===== config.mk =====
export PLATFORM = sky130hd
export DESIGN_NAME = sorted_timer_queue_dispatcher_unit
export DESIGN_NICKNAME = d
export VERILOG_FILES = /design/src/design/stq_pkg.sv /design/src/design/stq_ram.sv /design/src/design/stq_alu.sv /design/src/design/stq_ctrl.sv /design/src/design/sorted_timer_queue_dispatcher_unit.sv
export SDC_FILE = /design/constraint.sdc
export NUM_CORES = 2
export LEC_CHECK = 0
export ABC_AREA = 1
export BUFFER_PORTS_ARGS = -buffer_cell sky130_fd_sc_hd__buf_2
export CAP_MARGIN = 5
export CORE_MARGIN = 8
export CORE_UTILIZATION = 55
export CTS_CLUSTER_DIAMETER = 100
export DETAILED_ROUTE_END_ITERATION = 8
export GPL_TIMING_DRIVEN = 0
export PLACE_DENSITY = 0.74
export SLEW_MARGIN = 10
export SYNTH_ARGS = -nofsm -noshare
export SYNTH_HDL_FRONTEND = slang
export SYNTH_SLANG_ARGS = --single-unit

===== constraint.sdc =====
create_clock -name i_clk -period 8.6 [get_ports i_clk]
set_clock_uncertainty 0.15 [all_clocks]
set_input_delay 0.43 -clock i_clk [delete_from_list [all_inputs] [get_ports i_clk]]
set_output_delay 0.43 -clock i_clk [all_outputs]
set_load 0.01 [all_outputs]

===== src/design/stq_pkg.sv =====
package stq_pkg;

    // Queue geometry.
    localparam int TIMER_SLOTS = 64;
    localparam int SLOT_AW     = $clog2(TIMER_SLOTS);
    localparam int CNT_W       = $clog2(TIMER_SLOTS + 1);

    // Field widths.
    localparam int ID_W    = 6;
    localparam int TIME_W  = 32;
    localparam int GUARD_W = 16;
    localparam int ENTRY_W = TIME_W + ID_W;

    // Stream payload widths; the tdata widths are rounded up to whole bytes.
    localparam int S_TDATA_W = 72;
    localparam int S_TUSER_W = 3;
    localparam int M_TDATA_W = 80;

    // Configuration port.
    localparam int CFG_IDX_W  = 2;
    localparam int CFG_DATA_W = 32;
    localparam logic [CFG_IDX_W-1:0] CFG_IDLE_SLEEP = 2'd0;
    localparam logic [CFG_IDX_W-1:0] CFG_GUARD      = 2'd1;
    localparam logic [CFG_IDX_W-1:0] CFG_MAX_SLEEP  = 2'd2;

    // Register reset values.
    localparam logic [TIME_W-1:0]  IDLE_SLEEP_RST = 32'd1000;
    localparam logic [GUARD_W-1:0] GUARD_RST      = 16'd10;
    localparam logic [TIME_W-1:0]  MAX_SLEEP_RST  = 32'd100;

    // Operation codes.
    typedef enum logic [2:0] {
        OP_INSERT = 3'd0,
        OP_DELETE = 3'd1,
        OP_POLL   = 3'd2,
        OP_FINISH = 3'd3,
        OP_CLEAR  = 3'd4
    } t_op;

    // One queue entry as held in the slot memory.
    typedef struct packed {
        logic [TIME_W-1:0] wake;
        logic [ID_W-1:0]   ident;
    } t_entry;

    // One request as taken from the input stream.
    typedef struct packed {
        t_op               operation;
        logic [ID_W-1:0]   timer_id;
        logic [TIME_W-1:0] wake_time;
        logic [TIME_W-1:0] now;
        logic              finished;
    } t_req;

    // Configuration register set.
    typedef struct packed {
        logic [TIME_W-1:0]  idle_sleep_ticks;
        logic [GUARD_W-1:0] guard_ticks;
        logic [TIME_W-1:0]  max_sleep_ticks;
    } t_cfg;

    // One result.
    typedef struct packed {
        logic              fired;
        logic [ID_W-1:0]   fired_id;
        logic [TIME_W-1:0] latency;
        logic [TIME_W-1:0] sleep_ticks;
        logic              past_error;
        logic              full_error;
        logic              queue_empty;
    } t_res;

endpackage


===== src/design/stq_ram.sv =====
module stq_ram #(
    parameter int WIDTH = 8,
    parameter int DEPTH = 16
) (
    input  logic                     i_clk,
    input  logic                     i_we,
    input  logic [$clog2(DEPTH)-1:0] i_waddr,
    input  logic [WIDTH-1:0]         i_wdata,
    input  logic [$clog2(DEPTH)-1:0] i_raddr,
    output logic [WIDTH-1:0]         o_rdata
);

    logic [WIDTH-1:0] r_mem [DEPTH];
    logic [WIDTH-1:0] r_rdata;

    // One write port and one registered read port.
    always_ff @(posedge i_clk) begin
        if (i_we) begin
            r_mem[i_waddr] <= i_wdata;
        end
        r_rdata <= r_mem[i_raddr];
    end

    assign o_rdata = r_rdata;

endmodule


===== src/design/stq_alu.sv =====
module stq_alu (
    input  logic [stq_pkg::TIME_W-1:0] i_a,
    input  logic [stq_pkg::TIME_W-1:0] i_b,
    output logic [stq_pkg::TIME_W-1:0] o_diff,
    output logic                       o_borrow
);
    import stq_pkg::*;

    logic [TIME_W:0] diff_ext;

    // Shared subtractor: the modular difference and the unsigned borrow.
    assign diff_ext = {1'b0, i_a} - {1'b0, i_b};
    assign o_diff   = diff_ext[TIME_W-1:0];
    assign o_borrow = diff_ext[TIME_W];

endmodule


===== src/design/stq_ctrl.sv =====
module stq_ctrl (
    input  logic          i_clk,
    input  logic          i_rst_n,
    input  logic          i_start,
    input  stq_pkg::t_req i_req,
    input  stq_pkg::t_cfg i_cfg,
    output logic          o_idle,
    output logic          o_res_valid,
    output stq_pkg::t_res o_res,
    input  logic          i_res_take
);
    import stq_pkg::*;

    typedef enum logic [3:0] {
        S_IDLE,
        S_INS_PREP,
        S_INS,
        S_DEL_PREP,
        S_DEL,
        S_POLL_RD,
        S_POLL_DIFF,
        S_POLL_LAT,
        S_POLL_SUB,
        S_POLL_CAP,
        S_DONE
    } t_state;

    t_state            r_state,    n_state;
    logic [CNT_W-1:0]  r_count,    n_count;
    logic [CNT_W-1:0]  r_idx,      n_idx;
    logic              r_found,    n_found;
    t_entry            r_carry,    n_carry;
    logic [TIME_W-1:0] r_wake,     n_wake;
    logic [TIME_W-1:0] r_now,      n_now;
    logic [ID_W-1:0]   r_ident,    n_ident;
    logic              r_by_head,  n_by_head;
    logic              r_reins,    n_reins;
    logic              r_chk_past, n_chk_past;
    logic              r_past_now, n_past_now;
    logic [ID_W-1:0]   r_head_id,  n_head_id;
    logic [TIME_W-1:0] r_diff,     n_diff;
    t_res              r_res,      n_res;

    logic               ram_we;
    logic [SLOT_AW-1:0] ram_waddr;
    t_entry             ram_wdata;
    logic [SLOT_AW-1:0] ram_raddr;
    logic [ENTRY_W-1:0] ram_rdata;
    t_entry             rd_ent;
    logic [SLOT_AW-1:0] idx_next;
    logic               at_end;
    logic               at_last;
    logic               earlier;
    logic               match;

    logic [TIME_W-1:0] alu_a;
    logic [TIME_W-1:0] alu_b;
    logic [TIME_W-1:0] alu_diff;
    logic              alu_borrow;

    // Sorted slot memory, head at address zero.
    stq_ram #(
        .WIDTH (ENTRY_W),
        .DEPTH (TIMER_SLOTS)
    ) u_ram (
        .i_clk   (i_clk),
        .i_we    (ram_we),
        .i_waddr (ram_waddr),
        .i_wdata (ram_wdata),
        .i_raddr (ram_raddr),
        .o_rdata (ram_rdata)
    );

    // The one subtractor that every comparison and difference of times goes through.
    stq_alu u_alu (
        .i_a      (alu_a),
        .i_b      (alu_b),
        .o_diff   (alu_diff),
        .o_borrow (alu_borrow)
    );

    assign rd_ent   = t_entry'(ram_rdata);
    assign idx_next = r_idx[SLOT_AW-1:0] + SLOT_AW'(1);
    assign at_end   = (r_idx == r_count);
    assign at_last  = (r_idx == r_count - CNT_W'(1));
    assign earlier  = alu_diff[TIME_W-1];
    assign match    = r_by_head ? (r_idx == '0) : (rd_ent.ident == r_ident);

    // Sequencer: one slot per cycle through the memory, operands steered to the subtractor.
    always_comb begin
        n_state    = r_state;
        n_count    = r_count;
        n_idx      = r_idx;
        n_found    = r_found;
        n_carry    = r_carry;
        n_wake     = r_wake;
        n_now      = r_now;
        n_ident    = r_ident;
        n_by_head  = r_by_head;
        n_reins    = r_reins;
        n_chk_past = r_chk_past;
        n_past_now = r_past_now;
        n_head_id  = r_head_id;
        n_diff     = r_diff;
        n_res      = r_res;
        ram_we     = 1'b0;
        ram_waddr  = r_idx[SLOT_AW-1:0];
        ram_wdata  = r_carry;
        ram_raddr  = '0;
        alu_a      = '0;
        alu_b      = '0;

        case (r_state)
            S_IDLE: begin
                if (i_start) begin
                    n_res      = '0;
                    n_wake     = i_req.wake_time;
                    n_now      = i_req.now;
                    n_ident    = i_req.timer_id;
                    n_idx      = '0;
                    n_found    = 1'b0;
                    n_by_head  = 1'b0;
                    n_reins    = 1'b0;
                    n_chk_past = 1'b0;
                    case (i_req.operation)
                        OP_INSERT: begin
                            if (r_count == CNT_W'(TIMER_SLOTS)) begin
                                n_res.full_error = 1'b1;
                                n_state          = S_DONE;
                            end else begin
                                n_carry    = '{wake: i_req.wake_time, ident: i_req.timer_id};
                                n_chk_past = 1'b1;
                                n_state    = S_INS_PREP;
                            end
                        end
                        OP_DELETE: begin
                            n_state = (r_count == '0) ? S_DONE : S_DEL_PREP;
                        end
                        OP_POLL: begin
                            if (r_count == '0) begin
                                n_res.sleep_ticks = i_cfg.idle_sleep_ticks;
                                n_state           = S_DONE;
                            end else begin
                                n_state = S_POLL_RD;
                            end
                        end
                        OP_FINISH: begin
                            if (r_count == '0) begin
                                n_state = S_DONE;
                            end else begin
                                n_by_head = 1'b1;
                                n_reins   = !i_req.finished;
                                n_state   = S_DEL_PREP;
                            end
                        end
                        OP_CLEAR: begin
                            n_count = '0;
                            n_state = S_DONE;
                        end
                        default: begin
                            n_state = S_DONE;
                        end
                    endcase
                end
            end

            // Check the new time against now while slot zero is read.
            S_INS_PREP: begin
                alu_a      = r_wake;
                alu_b      = r_now;
                n_past_now = r_chk_past & earlier;
                n_state    = S_INS;
            end

            // Insert pass: find the first later slot, then ripple entries up by one.
            S_INS: begin
                ram_raddr = idx_next;
                alu_a     = r_wake;
                alu_b     = rd_ent.wake;
                if (r_found || at_end || earlier) begin
                    ram_we  = 1'b1;
                    n_carry = rd_ent;
                    n_found = 1'b1;
                end
                if (r_idx == '0 && !at_end && earlier && r_past_now) begin
                    n_res.past_error = 1'b1;
                end
                if (at_end) begin
                    n_count = r_count + CNT_W'(1);
                    n_state = S_DONE;
                end else begin
                    n_idx = r_idx + CNT_W'(1);
                end
            end

            S_DEL_PREP: begin
                n_state = S_DEL;
            end

            // Removal pass: after the match every entry moves down by one.
            S_DEL: begin
                ram_raddr = idx_next;
                if (r_found) begin
                    ram_we    = 1'b1;
                    ram_waddr = r_idx[SLOT_AW-1:0] - SLOT_AW'(1);
                    ram_wdata = rd_ent;
                end
                n_found = r_found | match;
                if (r_idx == '0) begin
                    n_head_id = rd_ent.ident;
                end
                if (at_last) begin
                    if (r_found || match) begin
                        n_count = r_count - CNT_W'(1);
                    end
                    if (r_reins) begin
                        // Reschedule: put the old head back in at its new time.
                        n_carry.wake  = r_wake;
                        n_carry.ident = (r_idx == '0) ? rd_ent.ident : r_head_id;
                        n_idx         = '0;
                        n_found       = 1'b0;
                        n_chk_past    = 1'b0;
                        n_state       = S_INS_PREP;
                    end else begin
                        n_state = S_DONE;
                    end
                end else begin
                    n_idx = r_idx + CNT_W'(1);
                end
            end

            S_POLL_RD: begin
                n_state = S_POLL_DIFF;
            end

            // Head minus now: its sign tells whether the head has expired.
            S_POLL_DIFF: begin
                alu_a   = rd_ent.wake;
                alu_b   = r_now;
                n_diff  = alu_diff;
                n_carry = rd_ent;
                n_state = earlier ? S_POLL_LAT : S_POLL_SUB;
            end

            S_POLL_LAT: begin
                alu_a          = r_now;
                alu_b          = r_carry.wake;
                n_res.fired    = 1'b1;
                n_res.fired_id = r_carry.ident;
                n_res.latency  = alu_diff;
                n_state        = S_DONE;
            end

            // Take off the guard; at or inside the guard the sleep stays zero.
            S_POLL_SUB: begin
                alu_a = r_diff;
                alu_b = TIME_W'(i_cfg.guard_ticks);
                if (alu_borrow || alu_diff == '0) begin
                    n_state = S_DONE;
                end else begin
                    n_diff  = alu_diff;
                    n_state = S_POLL_CAP;
                end
            end

            S_POLL_CAP: begin
                alu_a             = i_cfg.max_sleep_ticks;
                alu_b             = r_diff;
                n_res.sleep_ticks = alu_borrow ? i_cfg.max_sleep_ticks : r_diff;
                n_state           = S_DONE;
            end

            S_DONE: begin
                if (i_res_take) begin
                    n_state = S_IDLE;
                end
            end

            default: begin
                n_state = S_IDLE;
            end
        endcase
    end

    // State, queue length and working registers.
    always_ff @(posedge i_clk) begin
        if (!i_rst_n) begin
            r_state <= S_IDLE;
            r_count <= '0;
        end else begin
            r_state    <= n_state;
            r_count    <= n_count;
            r_idx      <= n_idx;
            r_found    <= n_found;
            r_carry    <= n_carry;
            r_wake     <= n_wake;
            r_now      <= n_now;
            r_ident    <= n_ident;
            r_by_head  <= n_by_head;
            r_reins    <= n_reins;
            r_chk_past <= n_chk_past;
            r_past_now <= n_past_now;
            r_head_id  <= n_head_id;
            r_diff     <= n_diff;
            r_res      <= n_res;
        end
    end

    assign o_idle      = (r_state == S_IDLE);
    assign o_res_valid = (r_state == S_DONE);

    always_comb begin
        o_res             = r_res;
        o_res.queue_empty = (r_count == '0);
    end

endmodule


===== src/design/sorted_timer_queue_dispatcher_unit.sv =====
// Sorted timer queue with dispatch.
//
// Input stream (s_axis): one transaction is one operation, coded in tuser (insert, delete,
// poll, finish of the head, clear); tdata carries the id, wake time, current time and the
// finished flag. Output stream (m_axis): exactly one result transaction per input.
// Configuration: a separate write channel (index, data) for the idle sleep, the guard and
// the sleep cap; it is always ready and must only be used while the block is idle.
//
// Timers sit in a 64-entry memory sorted by wake time, head at address zero. Each
// operation is run by a sequencer that walks the memory one slot per cycle and sends
// every comparison and difference of times through a single shared 32-bit subtractor.
// Insert, delete and finish walk the queued slots in turn (a rescheduled head is walked
// twice, once to remove it and once to put it back); poll reads only the head; a clear,
// an unused code, an insert into a full queue or any other operation on an empty queue
// goes straight to the result. One item is worked on at a time; s_axis_tready rises in
// the cycle the result appears. The result sits in an output register, so the next item
// is taken while it still waits; a stalled receiver holds the sequencer at the end of
// the following item.
// Reset empties the queue and loads the default register values; slot contents are
// not cleared, the queue length alone marks which slots are live.
module sorted_timer_queue_dispatcher_unit (
    input  logic                                i_clk,
    input  logic                                i_rst_n,
    // s_axis: tuser = operation[2:0]
    // tdata = timer_id[5:0], wake_time[37:6], now[69:38], finished[70], zero[71]
    input  logic                                i_s_axis_tvalid,
    output logic                                o_s_axis_tready,
    input  logic [stq_pkg::S_TDATA_W-1:0]       i_s_axis_tdata,
    input  logic [stq_pkg::S_TUSER_W-1:0]       i_s_axis_tuser,
    // m_axis: tdata = fired[0], fired_id[6:1], latency[38:7], sleep_ticks[70:39],
    // past_error[71], full_error[72], queue_empty[73], zero[79:74]
    output logic                                o_m_axis_tvalid,
    input  logic                                i_m_axis_tready,
    output logic [stq_pkg::M_TDATA_W-1:0]       o_m_axis_tdata,
    // Configuration write channel.
    input  logic                                i_cfg_valid,
    output logic                                o_cfg_ready,
    input  logic [stq_pkg::CFG_IDX_W-1:0]       i_cfg_index,
    input  logic [stq_pkg::CFG_DATA_W-1:0]      i_cfg_data
);
    import stq_pkg::*;

    t_req req;
    t_cfg r_cfg;
    t_res ctrl_res;
    t_res r_out;
    logic r_out_valid;
    logic ctrl_idle;
    logic ctrl_res_valid;
    logic res_take;
    logic start;

    // Unpack the input transaction.
    always_comb begin
        req.operation = t_op'(i_s_axis_tuser);
        req.timer_id  = i_s_axis_tdata[5:0];
        req.wake_time = i_s_axis_tdata[37:6];
        req.now       = i_s_axis_tdata[69:38];
        req.finished  = i_s_axis_tdata[70];
    end

    assign o_s_axis_tready = ctrl_idle;
    assign start           = i_s_axis_tvalid && ctrl_idle;
    assign res_take        = ctrl_res_valid && (!r_out_valid || i_m_axis_tready);
    assign o_cfg_ready     = 1'b1;

    stq_ctrl u_ctrl (
        .i_clk       (i_clk),
        .i_rst_n     (i_rst_n),
        .i_start     (start),
        .i_req       (req),
        .i_cfg       (r_cfg),
        .o_idle      (ctrl_idle),
        .o_res_valid (ctrl_res_valid),
        .o_res       (ctrl_res),
        .i_res_take  (res_take)
    );

    // Output register and configuration registers.
    always_ff @(posedge i_clk) begin
        if (!i_rst_n) begin
            r_out_valid            <= 1'b0;
            r_cfg.idle_sleep_ticks <= IDLE_SLEEP_RST;
            r_cfg.guard_ticks      <= GUARD_RST;
            r_cfg.max_sleep_ticks  <= MAX_SLEEP_RST;
        end else begin
            if (res_take) begin
                r_out_valid <= 1'b1;
                r_out       <= ctrl_res;
            end else if (i_m_axis_tready) begin
                r_out_valid <= 1'b0;
            end
            if (i_cfg_valid) begin
                case (i_cfg_index)
                    CFG_IDLE_SLEEP: r_cfg.idle_sleep_ticks <= i_cfg_data;
                    CFG_GUARD:      r_cfg.guard_ticks      <= i_cfg_data[GUARD_W-1:0];
                    CFG_MAX_SLEEP:  r_cfg.max_sleep_ticks  <= i_cfg_data;
                    default: ;
                endcase
            end
        end
    end

    // Pack the result, first field in the lowest bits.
    assign o_m_axis_tvalid = r_out_valid;
    assign o_m_axis_tdata  = {6'd0, r_out.queue_empty, r_out.full_error, r_out.past_error,
                              r_out.sleep_ticks, r_out.latency, r_out.fired_id, r_out.fired};

endmodule


# Word level (Yosys, flattened, before mapping)
# Memory sizes are Yosys's and may differ from the RTL's. A register that Yosys moved wholly into a read port is not among the register bits.
# Index checks and enable logic that the tools add are counted.
[word_totals] rom_bits=0 wordCells=196 inputBits=114 n_memories=1 regBits=397 latch_bits=0 ramBits=2432 out_inout_bits=83
[memory_table] name="u_ctrl.u_ram.r_mem" depth=64 word_bits=38 read_ports=1 rd_clocked_by_memory_dff=1 write_ports=1 line_no="stq_ram.sv:13" text="logic [WIDTH-1:0] r_mem [DEPTH];"
[op_classes] n_lt_le_gt_ge=0 reduce_logical=50 n_eq_ne=34 n_addsub=6 div_mod_pow=0 bitwise=3 n_mux=70 shifts=0 mul=0
[ops] cell="$pmux W32 S5" n=2
[ops] cell="$mux W38" n=8
[ops] cell="$pmux W38 S4" n=1
[ops] cell="$mux W32" n=4
[ops] cell="$pmux W32 S2" n=2
[ops] cell="$pmux W39 S2" n=1
[ops] cell="$mux W74" n=1
[ops] cell="$mux W7" n=9
[ops] cell="$pmux W7 S3" n=2
[ops] cell="$pmux W4 S10" n=1
[ops] cell="$mux W4" n=9
[ops] cell="$sub A32 B32 Y33" n=1
[ops] cell="$logic_not A32 Y1" n=1
[ops] cell="$mux W6" n=4
[ops] cell="$mux W1" n=20
[ops] cell="$ne A2 B1 Y1 const B" n=10
[ops] cell="$eq A4 B3 Y1 const B" n=4
[ops] cell="$add A7 B1 Y7 const B" n=2
[ops] cell="$eq A7 B7 Y1" n=2
[ops] cell="$logic_not A7 Y1" n=2
[ops] cell="$eq A4 B4 Y1 const B" n=3
[ops] cell="$pmux W4 S3" n=1
[ops] cell="$reduce_and A2 Y1" n=6
[ops] cell="$reduce_and A3 Y1" n=4
[ops] cell="other kinds (34)" n=63

# Depth between registers and ports, before layout
[logic_depth] depth_word=9 mapped_depth=32 mapped_depth_nobuf=30

# Modules after synthesis
# Synthesis repeated with hierarchy kept, for this count alone.
[unflattened] hier_cells=10624 area_unflattened_um2=119140.5
[by_module_without_submodules] module="stq_ram" cells_per_inst=8047 area_each_um2=97910.2 instances=1 seq_area_each_um2=73790.8
[by_module_without_submodules] module="stq_ctrl" cells_per_inst=1436 area_each_um2=12963.7 instances=1 seq_area_each_um2=7156.9
[by_module_without_submodules] module="sorted_timer_queue_dispatcher_unit" cells_per_inst=591 area_each_um2=5694.2 instances=1 seq_area_each_um2=3843.7
[by_module_without_submodules] module="stq_alu" cells_per_inst=550 area_each_um2=2572.5 instances=1 seq_area_each_um2=0.0

# Least setup slack after synthesis
# No wires, ideal clock.
[synth_timing] path_kind="in2reg" from="input port i_rst_n" to="register r_out, in the netlist o_m_axis_tdata[0] (enable)" t_arrival_ns=5.983 cell_stages=4 slack_ns=1.870 required_ns=7.853 setup_time_ns=0.597 path_buffers=2 cell_sequence="clkbuf_1 > inv_1 > clkbuf_1 > nor3_1"
[synth_via] elab_chain_cells=1
[synth_rtl] item="start, declared" line_no="sorted_timer_queue_dispatcher_unit.sv:23" text="input logic i_rst_n,"
[synth_rtl] item="$reduce_and A2 Y1 (no source line)"
[synth_rtl] item="end signal, assigned" line_no="sorted_timer_queue_dispatcher_unit.sv:89" text="r_out <= ctrl_res;"
[synth_rtl] item="end, declared" line_no="sorted_timer_queue_dispatcher_unit.sv:46" text="t_res r_out;"
# No other way between the ends.
# A chain may end at the register's enable or synchronous reset.

# Worst setup path in the final report
[layout_timing] from="register u_ctrl.r_state[0]" to="memory u_ctrl.u_ram.r_mem[37][13] (netlist name) (enable)"
[layout_via] elab_chain_cells=9 elab_cells_between_ends=18 classes_between="add/sub (1); eq/ne (7); mux (7); reduce/logical (3)"
[layout_rtl] item="start, declared" line_no="stq_ctrl.sv:28" text="t_state r_state, n_state;"
[layout_rtl] item="start signal, assigned" line_no="stq_ctrl.sv:291" text="r_state <= n_state;"
[layout_rtl] item="$eq A4 B1 Y1 (tied with other cells)" line_no="stq_ctrl.sv:113" text="case (r_state)"
[layout_rtl] item="$reduce_or A2 Y1 (no source line)"
[layout_rtl] item="$pmux W32 S5" line_no="stq_ctrl.sv:113"
[layout_rtl] item="$sub A32 B32 Y33 (*)" line_no="stq_alu.sv:12" text="assign diff_ext = {1'b0, i_a} - {1'b0, i_b};"
[layout_rtl] item="net u_ctrl.alu_diff[31]" line_no="stq_ctrl.sv:58" text="logic [TIME_W-1:0] alu_diff;"
[layout_rtl] item="$logic_or A1 B1 Y1 (*)" line_no="stq_ctrl.sv:180" text="if (r_found || at_end || earlier) begin"
[layout_rtl] item="$mux W1 (*)" line_no="stq_ctrl.sv:180"
[layout_rtl] item="$pmux W1 S2 (*)" line_no="stq_ctrl.sv:113"
[layout_rtl] item="$mux W1 (*)" line_no="stq_ram.sv:18" text="if (i_we) begin"
[layout_rtl] item="$mux W1 (implied by the code) (*)" line_no="stq_ram.sv:19" text="r_mem[i_waddr] <= i_wdata;"
[layout_rtl] item="end, declared" line_no="stq_ram.sv:13"
# The timed path passes the listed nets; every way through them passes the cells marked *.

==> results.yml <==
synthesis:
  yosysTopAreaCell: "edfxtp_1"
  synth_cell_types: 60
  ys_ff_latch: 2867
  synthCells: 8976
  synth-edff-count: 2737
  yosys-top-cells-area: "edfxtp_1 70%, o211ai_1 6.0%, nor2_1 5.0%, dfxtp_1 2.2%, or2_0 2.0%"
  synth-async-reset-ratio_pct: 0
  ys_warn_count: 0
  synth-main-ff-cell: "edfxtp_1"
  syn_avg_cell_area_um2: 13.14
  syn-cell-area_um2: 117900
  synth-seq-area-share_pct: 71.90
  yosysTopAreaCellShare_pct: 69.69
worst_hold_path:
  hold_path.class: "in2reg"
  whs_path_depth: 2
sta:
  max_clock_freq_mhz: 133.9
  hold_slack_ns: 0.05620
  tightest_slew_ns: 1.422
  slew_viol_final: 0
  timing.final.crit_share_pct: 86.81
  slew-limit-headroom_pct: 5.208
  finalSetupViolCount: 0
  final.min_clock_period_ns: 7.466
  rsz0062_at_grt: "false"
  hold_violations: 0
  setup_tns_ns: 0
cts:
  htree_num_levels: 5
  cts-buffers-inserted: 304
  ctsResizeCount: 0
  cts_max_path_buffers: 4
  post_cts_buffers: 0
  clk_latency_ns: 0.97
  holdBufCountCts: 120
  cts_sinks: 2867
  clkTransAtPathRegs_ns: 0.07
  cts_root_buf: "clkbuf_16"
  cts_tree: "done"
layout:
  stdcell_area_um2: 138600
  post-route-util_pct: 64.78
  layout.nets: 9952
  areaGrowthSynthToFinish_pct: 17.53
  fin_cells: 12880
  layout_common_cells: "2,737 x edfxtp_1, 1,497 x nor2_1, 949 x o211ai_1"
  final_common_cell: "edfxtp_1"
  drive_gt1_share_pct: 13.15
power_and_ir_drop:
  ir_worst_vdd_mv: 0.2787
  p_sw_w: 0.02104
  p_clk_share_pct: 25.5
  leakagePower_nw: 45.22
  p_int_w: 0.02906
  p_sw_share_pct: 42.00
  seq_power_share_pct: 34.8
  p_comb_share_pct: 39.6
  power_density_nw_per_um2: 361.4
grt:
  grt-ovfl-total: 0
  antenna_found_initial: 29
  grt_max_degree: 35
  grt_pass1_wl_mm: 617.9
  grt_usage_pct: 37.82
  grt_pass1_vias: 82460
floorplan:
  initial_core_util_pct: 55.12
  die_area_um2: 229500
  die_w_um: 479.1
  placeableCoreArea_um2: 214000
  die_y_um: 479.1
  std_cell_rows: 170
  io_pins: 197
critical_path:
  worst_ep_required_time_ns: 9.09
  arrival_ns: 7.96
  slowest_delay_ns: 0.78
  slowest_stage: "buf_1"
  critPathMaxFanout: 15
  crit_path_start_kind: "register"
  r2r_cells: 25
  critPathKind: "reg2reg"
  end_kind: "register"
  cpMostUsedCell: "nand2_2"
placed_design:
  dp.cells: 12210
  placed_area_um2: 127900
  port_buffers: 187
  dp_hpwl_mm: 322.0
  routabilityCongestion: 1.087
route:
  vias: 87380
  drt_iter0_drc: 15570
  detail-route-antenna-nets: 0
  drc: 3
  viasPerCell: 6.786
  firstDrtPassIters: 9
  postRouteWirelength_mm: 448.2
  wl_per_cell_um: 34.81
status:
  violations: "design-rule violations"
  status: "finished with violations"
job:
  maxCapViolations: 0
[stage by stage]
| stage | setup slack [ns] | total power [W] |
|---|---|---|
| 4_1_cts | 1.287 | 0.04881 |
| 5_1_grt | 0.9056 | 0.05086 |
| 2_1_floorplan | 1.870 | 0.02700 |
| 3_3_place_gp | -3.300 | 0.03562 |
| 3_5_place_dp | 1.336 | 0.03622 |
| 6_report | 1.134 | 0.05010 |
[cell type report]
cell class	instances	area (µm²)
timing repair buffer	512	6621
buffer	637	2638
clock buffer	368	8088
inverter	328	1234
fill	15170	75370
sequential	2867	84790
clock inverter	156	1378
antenna	21	52.55
tap	2838	3551
multi-input combinational	5149	30260
[flip-flops by register name (all words and copies together) (netlist names)]
| signal | count |
|---|---|
| u_ctrl.r_ident | 6 |
| u_ctrl.r_reins | 1 |
| u_ctrl.r_count | 7 |
| u_ctrl.r_state | 4 |
| u_ctrl.r_past_now | 1 |
| u_ctrl.u_ram.r_mem | 2432 |
| u_ctrl.o_res | 73 |
| u_ctrl.r_found | 1 |
| u_ctrl.r_head_id | 6 |
| u_ctrl.r_diff | 32 |
| o_m_axis_tdata | 74 |
| u_ctrl.r_now | 32 |
| u_ctrl.r_wake | 32 |
| u_ctrl.r_chk_past | 1 |
| u_ctrl.r_carry | 38 |
| u_ctrl.r_by_head | 1 |
| u_ctrl.r_idx | 7 |
| r_cfg | 80 |
| u_ctrl.u_ram.o_rdata | 38 |
| o_m_axis_tvalid | 1 |
[Yosys cell counts (62+ instances only)]
master       n
a21oi_1    103
buf_2       95
clkbuf_1   453
dfxtp_1    130
edfxtp_1  2737
inv_1      311
nand2_1    513
nand3_1    320
nor2_1    1564
o211ai_1   949
o21ai_0    210
o311ai_0   242
o311ai_1    62
o31ai_1    294
or2_0      385
or2_2      212
[final timing paths]
check | start | to | slack (ns)
hold / removal | i_s_axis_tdata[44] | u_ctrl.r_now[6] | 0.06
setup reg to reg | u_ctrl.r_state[0] | u_ctrl.u_ram.r_mem[37][13] | 1.13
hold reg to reg | u_ctrl.o_res[32] | o_m_axis_tdata[68] | 0.26
setup / recovery | u_ctrl.r_state[0] | u_ctrl.u_ram.r_mem[37][13] | 1.13
[power groups by stage]
| stage | Sequential [W] | Clock, W | Combinational (W) |
|---|---|---|---|
| global route | 0.0175 | 0.0133 | 0.0201 |
| CTS | 0.0174 | 0.0127 | 0.0187 |
| floorplan | 0.0178 | 0 | 0.00917 |
| global placement | 0.0184 | 0 | 0.0172 |
| finish | 0.0174 | 0.0128 | 0.0199 |
| detailed placement | 0.0177 | 0 | 0.0185 |
[logic make-up (layout without fill, tap and decap cells)]
logic type | Yosys count | after routing | share of synthesized area, %
and+or+nand+nor | 3074 | 3074 | 11.72
adders and majority gates | 39 | 39 | 0.4201
AOI/OAI and AO/OA | 2000 | 2000 | 12.43
other | 2 | 28 | 0.006368
xor gates and xnor gates | 29 | 29 | 0.2440
buffers and inverters | 965 | 2001 | 3.276
DFF | 2867 | 2867 | 71.90
[routing by layer]
layer | wire [µm] | up-vias | part of all wire, % | track usage [%]
li1 | - | 35380 | - | -
met1 | 152100 | 42580 | 34 | 47.63
met2 | 186900 | 7701 | 42 | 54.49
met3 | 69550 | 1708 | 16 | 14.08
met4 | 39170 | 16 | 8.7 | 25.72
met5 | 379 | - | 0.085 | 0.8400
[critical path, delay by kind of cell, from the launching register on]
kind	cells	cell delay, ns
simple gates	14	2.69
buf+inv	8	2.62
compound gates	2	0.90
flops	1	0.43
fa+ha+maj	1	0.29
(Power assumes the default switching activity.)
